<file path="src/rtl/rcfd_pkg.sv">
`timescale 1ns / 1ps
`default_nettype none
// ----------------------------------------------------------------------------
// rcfd_pkg - shared types and constants of the RC receiver frame decoder
// Request layouts, command and register codes, scaling constants.
// ----------------------------------------------------------------------------
package rcfd_pkg;

	// Command codes of an input request
	localparam logic [1:0] CMD_BYTE = 2'd0;
	localparam logic [1:0] CMD_END  = 2'd1;
	localparam logic [1:0] CMD_TICK = 2'd2;

	// Configuration register indexes
	localparam int unsigned CFG_INDEX_W = 2;
	localparam int unsigned CFG_DATA_W  = 15;
	localparam logic [CFG_INDEX_W-1:0] REG_DEADZONE    = 2'd0;
	localparam logic [CFG_INDEX_W-1:0] REG_TIMEOUT     = 2'd1;
	localparam logic [CFG_INDEX_W-1:0] REG_SWITCH_DOWN = 2'd2;

	// Register reset values
	localparam logic [14:0] DEADZONE_RST    = 15'd0;
	localparam logic [7:0]  TIMEOUT_RST     = 8'd50;
	localparam logic [1:0]  SWITCH_DOWN_RST = 2'd2;

	// Channel scaling: q = floor(mag * 16384 / 660) = (mag * RECIP_MULT) >> RECIP_SHIFT
	// (exact for mag <= 1024).
	localparam int unsigned CHAN_W      = 11;
	localparam int unsigned CHAN_COUNT  = 5;
	localparam logic [CHAN_W-1:0] CHAN_CENTER = 11'd1024;
	localparam int unsigned RECIP_W     = 23;
	localparam logic [RECIP_W-1:0] RECIP_MULT = 23'd6507527;
	localparam int unsigned RECIP_SHIFT = 18;
	localparam int unsigned PROD_W      = CHAN_W + RECIP_W;
	localparam int unsigned MAG_Q_W     = 15;

	// Frame bytes fetched for a decode: bytes 0..5, then yaw bytes 16 and 17
	localparam int unsigned RD_COUNT = 8;
	localparam int unsigned RD_IDX_W = 3;
	localparam logic [4:0]  YAW_BYTE = 5'd16;

	function automatic logic [4:0] rd_addr(input logic [RD_IDX_W-1:0] idx);
		logic [4:0] addr;
		if (idx < 3'd6) begin
			addr = {2'b00, idx};
		end else begin
			addr = YAW_BYTE + {4'd0, idx[0]};
		end
		return addr;
	endfunction

	typedef struct packed {
		logic [1:0] command;
		logic [7:0] data_byte;
	} in_req_t;

	typedef struct packed {
		logic signed [15:0] right_x;
		logic signed [15:0] right_y;
		logic signed [15:0] left_x;
		logic signed [15:0] left_y;
		logic signed [15:0] yaw_wheel;
		logic [1:0]         sw_right;
		logic [1:0]         sw_left;
		logic               link_ok;
	} out_req_t;

endpackage
`default_nettype wire

</file>
<file path="src/rtl/rcfd_ram.sv">
`timescale 1ns / 1ps
`default_nettype none
// ----------------------------------------------------------------------------
// rcfd_ram - generic single-write, single-read RAM
// One write port, one read port, read data registered.
// ----------------------------------------------------------------------------
module rcfd_ram #(
	parameter int unsigned WIDTH = 8,
	parameter int unsigned DEPTH = 18
) (
	input  wire logic                     clk,
	input  wire logic                     we,
	input  wire logic [$clog2(DEPTH)-1:0] waddr,
	input  wire logic [WIDTH-1:0]         wdata,
	input  wire logic [$clog2(DEPTH)-1:0] raddr,
	output logic      [WIDTH-1:0]         rdata
);

	logic [WIDTH-1:0] mem_q [DEPTH];

	always_ff @(posedge clk) begin
		if (we) begin
			mem_q[waddr] <= wdata;
		end
		rdata <= mem_q[raddr];
	end

endmodule
`default_nettype wire

</file>
<file path="src/rtl/rc_receiver_frame_decoder_unit.sv">
`timescale 1ns / 1ps
`default_nettype none
// ----------------------------------------------------------------------------
// rc_receiver_frame_decoder_unit - RC receiver frame decoder
// Stores received bytes of a remote-control frame in a RAM, decodes five
// stick channels and two switches at frame end, and reports link loss on
// watchdog ticks past the timeout.
// ----------------------------------------------------------------------------
//
//  port group   | dir | handshake             | content
//  -------------+-----+-----------------------+---------------------------------
//  in_*         | in  | in_valid / in_ready   | command, data_byte
//  out_*        | out | out_valid / out_ready | five Q2.14 channels, switches, link
//  cfg_*        | in  | cfg_valid / cfg_ready | register index, write data
//
//  Byte, short frame end and tick requests are taken back to back.
//  A frame end with a full frame runs the decode sequencer: eight RAM reads
//  (one read port, one byte a cycle), a state to capture the last byte, one
//  multiply stage and one output stage; the next request is taken when the
//  sequencer returns to idle, which waits while out is stalled.
//  Every tick waits for a free output slot; the output register lets bytes
//  keep flowing while a result waits.
//  Reset (arst_n low) clears counters, sequencer and output valid; the frame
//  RAM is not cleared, since a decode only reads bytes of the current frame.
// ----------------------------------------------------------------------------
module rc_receiver_frame_decoder_unit #(
	parameter int unsigned FRAME_BYTES = 18
) (
	input  wire logic                                clk,
	input  wire logic                                arst_n,
	input  wire logic                                in_valid,
	output logic                                     in_ready,
	input  wire rcfd_pkg::in_req_t                   in_req,
	output logic                                     out_valid,
	input  wire logic                                out_ready,
	output rcfd_pkg::out_req_t                       out_req,
	input  wire logic                                cfg_valid,
	output logic                                     cfg_ready,
	input  wire logic [rcfd_pkg::CFG_INDEX_W-1:0]    cfg_index,
	input  wire logic [rcfd_pkg::CFG_DATA_W-1:0]     cfg_data
);

	localparam int unsigned AW = $clog2(FRAME_BYTES);
	localparam int unsigned CW = $clog2(FRAME_BYTES + 1);

	// Decode sequencer states
	typedef enum logic [4:0] {
		S_IDLE = 5'b00001,
		S_READ = 5'b00010,
		S_LAST = 5'b00100,
		S_MULT = 5'b01000,
		S_OUT  = 5'b10000
	} seq_state_t;

	seq_state_t st_q;

	// Configuration registers
	logic [14:0] deadzone_q;
	logic [7:0]  timeout_q;
	logic [1:0]  switch_down_q;

	// Counters
	logic [CW-1:0] byte_count_q;
	logic [7:0]    tick_q;

	// Read sweep
	logic [rcfd_pkg::RD_IDX_W-1:0] rd_idx_q;
	logic [rcfd_pkg::RD_IDX_W-1:0] rd_idx_s1;
	logic                          rd_vld_s1;
	logic [7:0]                    fr_byte_q [rcfd_pkg::RD_COUNT];

	// Channel arithmetic
	logic [rcfd_pkg::CHAN_W-1:0]  raw     [rcfd_pkg::CHAN_COUNT];
	logic [rcfd_pkg::PROD_W-1:0]  prod_s1 [rcfd_pkg::CHAN_COUNT];
	logic                         neg_s1  [rcfd_pkg::CHAN_COUNT];
	logic [rcfd_pkg::MAG_Q_W-1:0] mag_q   [rcfd_pkg::CHAN_COUNT];
	logic [15:0]                  chan_res[rcfd_pkg::CHAN_COUNT];

	// Output register
	logic               out_valid_q;
	rcfd_pkg::out_req_t out_req_q;
	rcfd_pkg::out_req_t out_next;
	logic               out_free;
	logic               out_push;

	// Request decode
	logic in_fire;
	logic is_byte;
	logic is_end;
	logic is_tick;
	logic frame_full;
	logic tick_expired;
	logic loss_fire;
	logic ram_we;
	logic [7:0] ram_rdata;
	logic [AW-1:0] ram_raddr;

	assign out_free = !out_valid_q || out_ready;
	assign is_byte  = in_req.command == rcfd_pkg::CMD_BYTE;
	assign is_end   = in_req.command == rcfd_pkg::CMD_END;
	assign is_tick  = in_req.command == rcfd_pkg::CMD_TICK;

	// Hold ticks while the output slot is busy; hold everything during a decode.
	assign in_ready = (st_q == S_IDLE) && (!is_tick || out_free);
	assign in_fire  = in_valid && in_ready;

	assign frame_full   = byte_count_q >= CW'(FRAME_BYTES);
	assign tick_expired = !(tick_q < timeout_q);
	assign loss_fire    = in_fire && is_tick && tick_expired;
	assign ram_we       = in_fire && is_byte && !frame_full;

	assign cfg_ready = 1'b1;

	// Configuration writes; indexes past the list are dropped
	always_ff @(posedge clk or negedge arst_n) begin
		if (!arst_n) begin
			deadzone_q    <= rcfd_pkg::DEADZONE_RST;
			timeout_q     <= rcfd_pkg::TIMEOUT_RST;
			switch_down_q <= rcfd_pkg::SWITCH_DOWN_RST;
		end else if (cfg_valid && cfg_ready) begin
			unique case (cfg_index)
				rcfd_pkg::REG_DEADZONE:    deadzone_q    <= cfg_data[14:0];
				rcfd_pkg::REG_TIMEOUT:     timeout_q     <= cfg_data[7:0];
				rcfd_pkg::REG_SWITCH_DOWN: switch_down_q <= cfg_data[1:0];
				default: begin
				end
			endcase
		end
	end

	// Byte and tick counters
	always_ff @(posedge clk or negedge arst_n) begin
		if (!arst_n) begin
			byte_count_q <= '0;
			tick_q       <= '0;
		end else if (in_fire) begin
			if (ram_we) begin
				byte_count_q <= byte_count_q + CW'(1);
			end
			if (is_end) begin
				byte_count_q <= '0;
				if (frame_full) begin
					tick_q <= '0;
				end
			end
			if (is_tick && !tick_expired) begin
				tick_q <= tick_q + 8'd1;
			end
		end
	end

	// Frame RAM: write at the byte count, read by the decode sweep
	assign ram_raddr = AW'(rcfd_pkg::rd_addr(rd_idx_q));

	rcfd_ram #(
		.WIDTH(8),
		.DEPTH(FRAME_BYTES)
	) u_frame_ram (
		.clk  (clk),
		.we   (ram_we),
		.waddr(byte_count_q[AW-1:0]),
		.wdata(in_req.data_byte),
		.raddr(ram_raddr),
		.rdata(ram_rdata)
	);

	// Decode sequencer: sweep reads, wait for last byte, multiply, emit
	always_ff @(posedge clk or negedge arst_n) begin
		if (!arst_n) begin
			st_q      <= S_IDLE;
			rd_idx_q  <= '0;
			rd_vld_s1 <= 1'b0;
		end else begin
			rd_vld_s1 <= st_q == S_READ;
			unique case (st_q)
				S_IDLE: begin
					rd_idx_q <= '0;
					if (in_fire && is_end && frame_full) begin
						st_q <= S_READ;
					end
				end
				S_READ: begin
					rd_idx_q <= rd_idx_q + rcfd_pkg::RD_IDX_W'(1);
					if (rd_idx_q == rcfd_pkg::RD_IDX_W'(rcfd_pkg::RD_COUNT - 1)) begin
						st_q <= S_LAST;
					end
				end
				S_LAST: st_q <= S_MULT;
				S_MULT: st_q <= S_OUT;
				S_OUT: begin
					if (out_free) begin
						st_q <= S_IDLE;
					end
				end
				default: st_q <= S_IDLE;
			endcase
		end
	end

	// Capture read data in the cycle after each address
	always_ff @(posedge clk) begin
		rd_idx_s1 <= rd_idx_q;
		if (rd_vld_s1) begin
			fr_byte_q[rd_idx_s1] <= ram_rdata;
		end
	end

	// Unpack the little-endian bit stream into 11-bit channels
	assign raw[0] = {fr_byte_q[1][2:0], fr_byte_q[0]};
	assign raw[1] = {fr_byte_q[2][5:0], fr_byte_q[1][7:3]};
	assign raw[2] = {fr_byte_q[4][0], fr_byte_q[3], fr_byte_q[2][7:6]};
	assign raw[3] = {fr_byte_q[5][3:0], fr_byte_q[4][7:1]};
	assign raw[4] = {fr_byte_q[7][2:0], fr_byte_q[6]};

	// Multiply stage: magnitude around center times the 1/660 reciprocal
	always_ff @(posedge clk) begin
		if (st_q == S_MULT) begin
			for (int c = 0; c < rcfd_pkg::CHAN_COUNT; c++) begin
				neg_s1[c]  <= !raw[c][rcfd_pkg::CHAN_W-1];
				prod_s1[c] <= rcfd_pkg::PROD_W'(raw[c][rcfd_pkg::CHAN_W-1]
					? (raw[c] - rcfd_pkg::CHAN_CENTER)
					: (rcfd_pkg::CHAN_CENTER - raw[c])) * rcfd_pkg::PROD_W'(rcfd_pkg::RECIP_MULT);
			end
		end
	end

	// Output stage: drop the fraction, apply deadzone, restore sign
	always_comb begin
		for (int c = 0; c < rcfd_pkg::CHAN_COUNT; c++) begin
			mag_q[c] = prod_s1[c][rcfd_pkg::RECIP_SHIFT +: rcfd_pkg::MAG_Q_W];
			if (mag_q[c] < deadzone_q) begin
				mag_q[c] = '0;
			end
			chan_res[c] = neg_s1[c] ? (16'd0 - {1'b0, mag_q[c]}) : {1'b0, mag_q[c]};
		end
	end

	always_comb begin
		if (st_q == S_OUT) begin
			out_next.right_x   = chan_res[0];
			out_next.right_y   = chan_res[1];
			out_next.left_x    = chan_res[2];
			out_next.left_y    = chan_res[3];
			out_next.yaw_wheel = chan_res[4];
			out_next.sw_right  = fr_byte_q[5][5:4];
			out_next.sw_left   = fr_byte_q[5][7:6];
			out_next.link_ok   = 1'b1;
		end else begin
			out_next.right_x   = '0;
			out_next.right_y   = '0;
			out_next.left_x    = '0;
			out_next.left_y    = '0;
			out_next.yaw_wheel = '0;
			out_next.sw_right  = switch_down_q;
			out_next.sw_left   = switch_down_q;
			out_next.link_ok   = 1'b0;
		end
	end

	assign out_push = ((st_q == S_OUT) && out_free) || loss_fire;

	always_ff @(posedge clk or negedge arst_n) begin
		if (!arst_n) begin
			out_valid_q <= 1'b0;
		end else if (out_push) begin
			out_valid_q <= 1'b1;
		end else if (out_ready) begin
			out_valid_q <= 1'b0;
		end
	end

	always_ff @(posedge clk) begin
		if (out_push) begin
			out_req_q <= out_next;
		end
	end

	assign out_valid = out_valid_q;
	assign out_req   = out_req_q;

	// Byte count never runs past the frame length
	a_count_bound: assert property (@(posedge clk) disable iff (!arst_n)
		byte_count_q <= CW'(FRAME_BYTES))
		else $error("byte count past frame length");

	// A full frame end starts the read sweep
	a_decode_start: assert property (@(posedge clk) disable iff (!arst_n)
		in_fire && is_end && frame_full |=> st_q == S_READ)
		else $error("decode did not start");

	// The sweep leaves only after its last address
	a_sweep_done: assert property (@(posedge clk) disable iff (!arst_n)
		st_q == S_LAST |-> $past(st_q) == S_READ
			&& $past(rd_idx_q) == rcfd_pkg::RD_IDX_W'(rcfd_pkg::RD_COUNT - 1))
		else $error("sweep ended early");

	// A link-loss result carries zero channels
	a_loss_zero: assert property (@(posedge clk) disable iff (!arst_n)
		out_valid_q && !out_req_q.link_ok |-> out_req_q.right_x == 16'sd0
			&& out_req_q.right_y == 16'sd0 && out_req_q.left_x == 16'sd0
			&& out_req_q.left_y == 16'sd0 && out_req_q.yaw_wheel == 16'sd0)
		else $error("link loss with nonzero channel");

endmodule
`default_nettype wire
</file>
<file path="config.mk">
export PLATFORM = sky130hd
export DESIGN_NAME = rc_receiver_frame_decoder_unit
export DESIGN_NICKNAME = d
export VERILOG_FILES = /design/src/rtl/rcfd_pkg.sv /design/src/rtl/rcfd_ram.sv /design/src/rtl/rc_receiver_frame_decoder_unit.sv
export SDC_FILE = /design/constraint.sdc
export NUM_CORES = 2
export LEC_CHECK = 0
export ABC_AREA = 1
export BUFFER_PORTS_ARGS = -buffer_cell sky130_fd_sc_hd__buf_2
export CAP_MARGIN = 0
export CORE_MARGIN = 2
export CORE_UTILIZATION = 30
export DETAILED_ROUTE_END_ITERATION = 10
export PLACE_DENSITY_LB_ADDON = 0.05
export REMOVE_ABC_BUFFERS = 1
export SLEW_MARGIN = 20
export SYNTH_ARGS = -nofsm -noshare
export SYNTH_HDL_FRONTEND = slang
export SYNTH_SLANG_ARGS = --single-unit
</file>
<file path="constraint.sdc">
create_clock -name clk -period 12.8 [get_ports clk]
set_clock_uncertainty 0.05 [all_clocks]
set_input_delay 0 -clock clk [delete_from_list [all_inputs] [get_ports clk]]
set_output_delay 0 -clock clk [all_outputs]
set_load 0.05 [all_outputs]
</file>
* After elaboration in Yosys (flattened, before gate mapping)
Memories as Yosys holds them, arrays and structs flattened. A register that Yosys moved wholly into a read port is not among the register bits.
Index checks and enable logic that the tools add are counted.
** Cells by class
- Muxes and demuxes :: 35
- Multiply operators :: 5
- $lt $le $gt $ge :: 8
- Reduce and logical (&&, ||, !) cells :: 40
- Eq/ne operators :: 13
- $add $sub $neg :: 19
** Operators with widths (count)
- multiplier 34 x 23 -> 34 bit (second input constant) :: 5
- 2-to-1 mux 34 bit :: 5
- 2-to-1 mux 15 bit :: 10
- subtractor 1 x 15 -> 16 bit (first input constant) :: 5
- less-than comparator 15 bit :: 5
- subtractor 11 x 11 -> 12 bit (first input constant) :: 5
- subtractor 11 x 11 -> 12 bit (second input constant) :: 5
- 2-to-1 mux 5 bit :: 7
- one-hot mux 5 bit (5 select lines) :: 1
- 2-to-1 mux 8 bit :: 3
- AND reduction 2 bit :: 9
- logical AND 1 bit :: 10
- nonzero test 2 bit :: 5
- logical NOT 1 bit :: 9
- adder 8 x 1 -> 8 bit (second input constant) :: 1
- less-than comparator 8 bit :: 1
- 2-to-1 mux 1 bit :: 8
- one-hot mux 3 bit (2 select lines) :: 1
- AND reduction 3 bit :: 2
- adder 5 x 1 -> 5 bit (first input constant) :: 1
- adder 5 x 1 -> 5 bit (second input constant) :: 1
- equality test 5 x 1 -> 1 bit (second input constant) :: 1
- equality test 5 x 2 -> 1 bit (second input constant) :: 1
- equality test 5 x 3 -> 1 bit (second input constant) :: 1
- 12 further kinds :: 18
** Storage, ports and cells
- Memory bits (writable) :: 383
- Output and inout port bits :: 88
- Bits in registers :: 136
- Memories kept :: 4
** Memory list
- prod_s1 :: depth 5, bits a word 34, read ports 5, clocked after memory_dff 0, write ports 5, RTL line rc_receiver_frame_decoder_unit.sv:74 : logic [rcfd_pkg::PROD_W-1:0] prod_s1 [rcfd_pkg::CHAN_COUNT];
- u_frame_ram.mem_q :: depth 18, bits a word 8, read ports 1, clocked after memory_dff 1, write ports 1, RTL line rcfd_ram.sv:19 : logic [WIDTH-1:0] mem_q [DEPTH];
- fr_byte_q :: depth 8, bits a word 8, read ports 8, clocked after memory_dff 0, write ports 1, RTL line rc_receiver_frame_decoder_unit.sv:70 : logic [7:0] fr_byte_q [rcfd_pkg::RD_COUNT];
- neg_s1 :: depth 5, bits a word 1, read ports 5, clocked after memory_dff 0, write ports 5, RTL line rc_receiver_frame_decoder_unit.sv:75 : logic neg_s1 [rcfd_pkg::CHAN_COUNT];

* Depth between registers and ports, before layout
- Word-level depth :: 9
- Gate-level depth with buffers :: 33
- Mapped depth without buffers :: 33

* By module
Synthesis repeated with hierarchy kept, for this count alone.
** Unflattened totals
- Cell total of the unflattened synthesis :: 5212
- Area, all modules :: 45825.2 µm²
** Modules (own cells, without submodules)
- rc_receiver_frame_decoder_unit :: times used 1, cells each 4596, area an instance 39349.0 µm², sequential area each 7993.9 µm²
- rcfd_ram :: times used 1, cells each 616, area an instance 6476.2 µm², sequential area each 4484.3 µm²

* Worst setup path after synthesis
Ideal clock, no wire load.
- Path kind :: register to register
- Start point :: reg st_q[4]
- End point :: reg st_q[0]
- Cell stages (with the launch flop) :: 5
- Setup slack :: 3656 ps
- Setup time :: 85 ps
- Data arrival time :: 9009 ps
- Data required time :: 12665 ps
- Cells stage by stage :: dfrtp_1 > nor4_1 > inv_1 > nand4_1 > o21ai_1
** Between the ends
- Cells in the longest elaborated chain, start to end :: 7
- Elaborated cells on any way between the ends :: 14
- Classes of those cells :: eq/ne: 8; mux: 1; reduce/logical: 5
** Ends and longest elaborated chain
- from (decl) :: RTL line rc_receiver_frame_decoder_unit.sv:55 : seq_state_t st_q;
- from (signal assigned) :: RTL line rc_receiver_frame_decoder_unit.sv:170 : st_q <= S_IDLE;
- from (signal assigned) :: RTL line rc_receiver_frame_decoder_unit.sv:179 : st_q <= S_READ;
- from (signal assigned) :: RTL line rc_receiver_frame_decoder_unit.sv:185 : st_q <= S_LAST;
- equality test 5 x 1 -> 1 bit :: RTL line rc_receiver_frame_decoder_unit.sv:104, rc_receiver_frame_decoder_unit.sv:175
- logical AND 1 bit :: RTL line rc_receiver_frame_decoder_unit.sv:104 : assign in_ready = (st_q == S_IDLE) && (!is_tick || out_free);
- logical AND 1 bit :: RTL line rc_receiver_frame_decoder_unit.sv:105 : assign in_fire = in_valid && in_ready;
- logical AND 1 bit (2 in series) :: RTL line rc_receiver_frame_decoder_unit.sv:178 : if (in_fire && is_end && frame_full) begin
- != test 2 x 1 -> 1 bit (no source line)
- AND reduction 3 bit (no source line)
Parallel ways exist; a longest one is shown, timed or not.
A chain may end at the register's enable or synchronous reset.

==> flow_summary.ini <==
[worst_setup_path]
critPathMaxFanout = 8
crit_path_frequent_cell = inv_1
slowest_stage = xor2_1
crit_type = flop to flop
startpoint = fr_byte_q[0][0]
start_kind = flop
path_buf_inv = 9
worst_r2r_path_depth = 32
cp-end-kind = flop
rr_endpoint = prod_s1[0][31]
cpPeakStageDelay_ns = 0.59
r2r_slack_ns = 5.60
crit_family = adder cells
cp.depth = 32
critPathArrivalTime_ns = 7.56
r2r-start = fr_byte_q[0][0]
cp.required_ns = 13.16

[logic_synthesis]
yosysWarningCount = 0
seq_area_frac_synth = 0.238
synth_edf_count = 288
synthTopCellsByArea = ha_1 (22%), edfxtp_1 (20%), fa_1 (17%)
synth_top_area_frac = 0.217
yosys_most_used_dff = edfxtp_1
synth_seq_cells = 347
synth_async_sr_flop_share = 0.138
postSynthCellCount = 4901
syn_area_sq_um = 42400
synth_area_leader_cell = ha_1
yosysMostFrequentCell = inv_1
syn-mean-instance-area_sq_um = 8.65
yosysUniqueCellTypes = 66
synthTopCellsByCount = inv_1 (1175), nand2_1 (780), ha_1 (735)

[place]
placed_area_sq_um = 45800
routabilityCongestion = 0.868
port_buffers = 118
dpl.hpwl_microns = 106000
dp.cells = 7025

[clocking]
cts_resized = 0
cts_sinks = 347
h-tree-depth = 2
cts.clk_slew.worst_paths_ns = 0.06
insertion_delay_ns = 0.66
cts_root_buf = clkbuf_16
clockBufferDepth = 3
cts_tree = built
cts_buffers = 47

[floorplan]
ios = 120
die_w_microns = 380
start_util = 0.303
row_count = 137
die_h_microns = 380
dieArea_sq_um = 144000
core_sq_um = 140000

[min_path]
hold_depth = 2
hp-class = input port to flop
min_from = in_req[2]
hold_end = u_frame_ram.mem_q[5][2]

[detailed_routing]
drt_iter0_markers = 1436
drc = 0
wl_per_cell_microns = 17.7
wl_microns = 127000
drtAntennaViolNets = 0
dr.pass1.iters = 5
via_count = 31600
viasPerCell = 4.41

[grt]
grt-ovfl-total = 0
grt_pass1_wl_microns = 193000
antenna_found_initial = 12
grt_max_degree = 67
grt_pass1_vias = 32500
grtUsageTotal = 0.175

[sta]
rsz0062_at_grt = no
final_max_slew_viol_count = 0
setup_viol = 0
tightest_slew_ns = 1.08
fin_crit_sh = 0.562
period_needed_ns = 7.20
fmax_mhz = 139
slew_headroom = 0.276
hold_viol = 0
final.setup.tns_ns = 0

[pwr]
p_int_uw = 2610
finalPower_uw = 4020
power_frac_clock = 0.368
ir_drop_mv = 0.0861
leakagePower_uw = 0.0243
sw_frac_of_total = 0.351
power_density_nw_per_um2 = 83.8
p_switching_uw = 1410
seqPwrFrac = 0.330
p_comb_frac = 0.303

[cells_and_area]
area_growth_pct = 13.3
layout-drive-gt1-share = 0.0525
nFillCells = 14900
final_nets = 6376
multi_input_area_sq_um = 28200
stdcell_area_sq_um = 48000
regArea_sq_um = 10100
fin_cells = 7157

[status]
status = completed

[run]
maxCapViolCount = 0
==> flip-flops by register name, indices dropped and copies added, names as in the netlist <==
register           cells
out_req               85
prod_s1               75
u_frame_ram.mem_q     64
fr_byte_q             59
deadzone_q            15
tick_q                 8
timeout_q              8
u_frame_ram.rdata      8
byte_count_q           5
neg_s1                 5
st_q                   5
rd_idx_q               3
rd_idx_s1              3
switch_down_q          2
out_valid              1
rd_vld_s1              1
==> cell families after synthesis <==
logic type                 after synthesis  synth area share
other                                    2          0.000177
buffers and inverters                 1225             0.110
adders and majority gates             1103             0.391
and+or+nand+nor                       1403             0.137
AOI/OAI and AO/OA                      631            0.0842
xor gates and xnor gates               190            0.0396
DFF                                    347             0.238
==> worst reg2reg max path: cells and delay by family (launching register included) <==
kind	cells	cell delay [ns]
fa+ha+maj	9	3.36
simple gates	11	1.26
xor+xnor	1	0.59
flops	1	0.57
buf+inv	9	0.57
compound gates	2	0.56
==> stage by stage <==
step / worst slack, ns / hold slack [ns] / utilization
floorplan: 1.04 / -0.346 / -
global placement: 5.48 / 0.120 / 0.328
detailed placement: 5.55 / 0.114 / 0.328
CTS: 5.49 / 0.0625 / 0.343
global route: 5.03 / 0.0990 / 0.343
finish: 5.60 / 0.117 / 0.343
==> timing repair <==
item	in CTS	in global routing
buffers inserted	0	0
hold buffers	43	0
hold endpoints to repair	163	0
==> metal layers <==
metal	track usage	routed length, microns	vias to the layer above
met5	0	0	-
li1	-	-	16200
met2	0.303	60700	435
met1	0.232	59000	14900
met4	0.0455	3300	0
met3	0.0171	3660	124
==> final cells by class <==
cell class / instances / area share
diodes: 1 / 0.0000521
clock buffers: 52 / 0.0253
clock inverters: 36 / 0.0108
inverters: 1181 / 0.0924
multi-input cells: 3483 / 0.588
flip-flops and latches: 347 / 0.210
well taps: 1876 / 0.0489
repair buffers: 181 / 0.0244
==> placed cells by master, fill, tap and decap left out, types with 5 or more instances in the layout <==
master | synthesis | final
dlygate4sd3_1 | 0 | 43
a21o_1 | 17 | 17
buf_2 | 12 | 118
nor3_1 | 66 | 64
nand4_1 | 28 | 28
dfrtp_1 | 43 | 43
dfstp_2 | 5 | 5
nand2_2 | 13 | 13
edfxtp_1 | 288 | 288
nor4_1 | 17 | 16
clkinv_2 | 0 | 9
inv_1 | 1175 | 1174
a21oi_1 | 274 | 274
bufinv_16 | 0 | 10
ha_1 | 735 | 735
nor2_1 | 335 | 335
a21boi_0 | 12 | 12
o21ai_2 | 5 | 5
dfxtp_1 | 11 | 11
clkinv_1 | 0 | 7
o21bai_1 | 19 | 19
o41ai_1 | 8 | 8
inv_2 | 6 | 7
nand3_2 | 4 | 5
o21ai_0 | 187 | 186
xnor2_1 | 55 | 55
conb_1 | 2 | 156
o21a_1 | 13 | 13
fa_1 | 368 | 368
o21ai_1 | 29 | 29
buf_4 | 1 | 20
clkbuf_16 | 0 | 47
o221ai_1 | 6 | 6
xor2_1 | 133 | 133
a31oi_1 | 17 | 17
nand3_1 | 140 | 139
o211ai_1 | 9 | 9
o31ai_1 | 9 | 9
nand2_1 | 780 | 780
==> worst max path at each step <==
| stage | to | slack (ns) |
|---|---|---|
| after floorplan | out_req[0] | 1.04 |
| after global placement | prod_s1[0][31] | 5.48 |
| after detailed placement | prod_s1[0][31] | 5.55 |
| after CTS | prod_s1[0][31] | 5.49 |
| after global routing | prod_s1[0][31] | 5.03 |
| final | prod_s1[0][31] | 5.60 |
==> power by group through the flow <==
stage	registers (uW)	clock network (uW)	logic, uW
floorplan	1350	0	838
global placement	1350	0	1220
detailed placement	1350	0	1210
CTS	1330	1540	1240
global route	1330	1580	1400
finish	1330	1480	1220
Power figures use the tool's default switching activity.
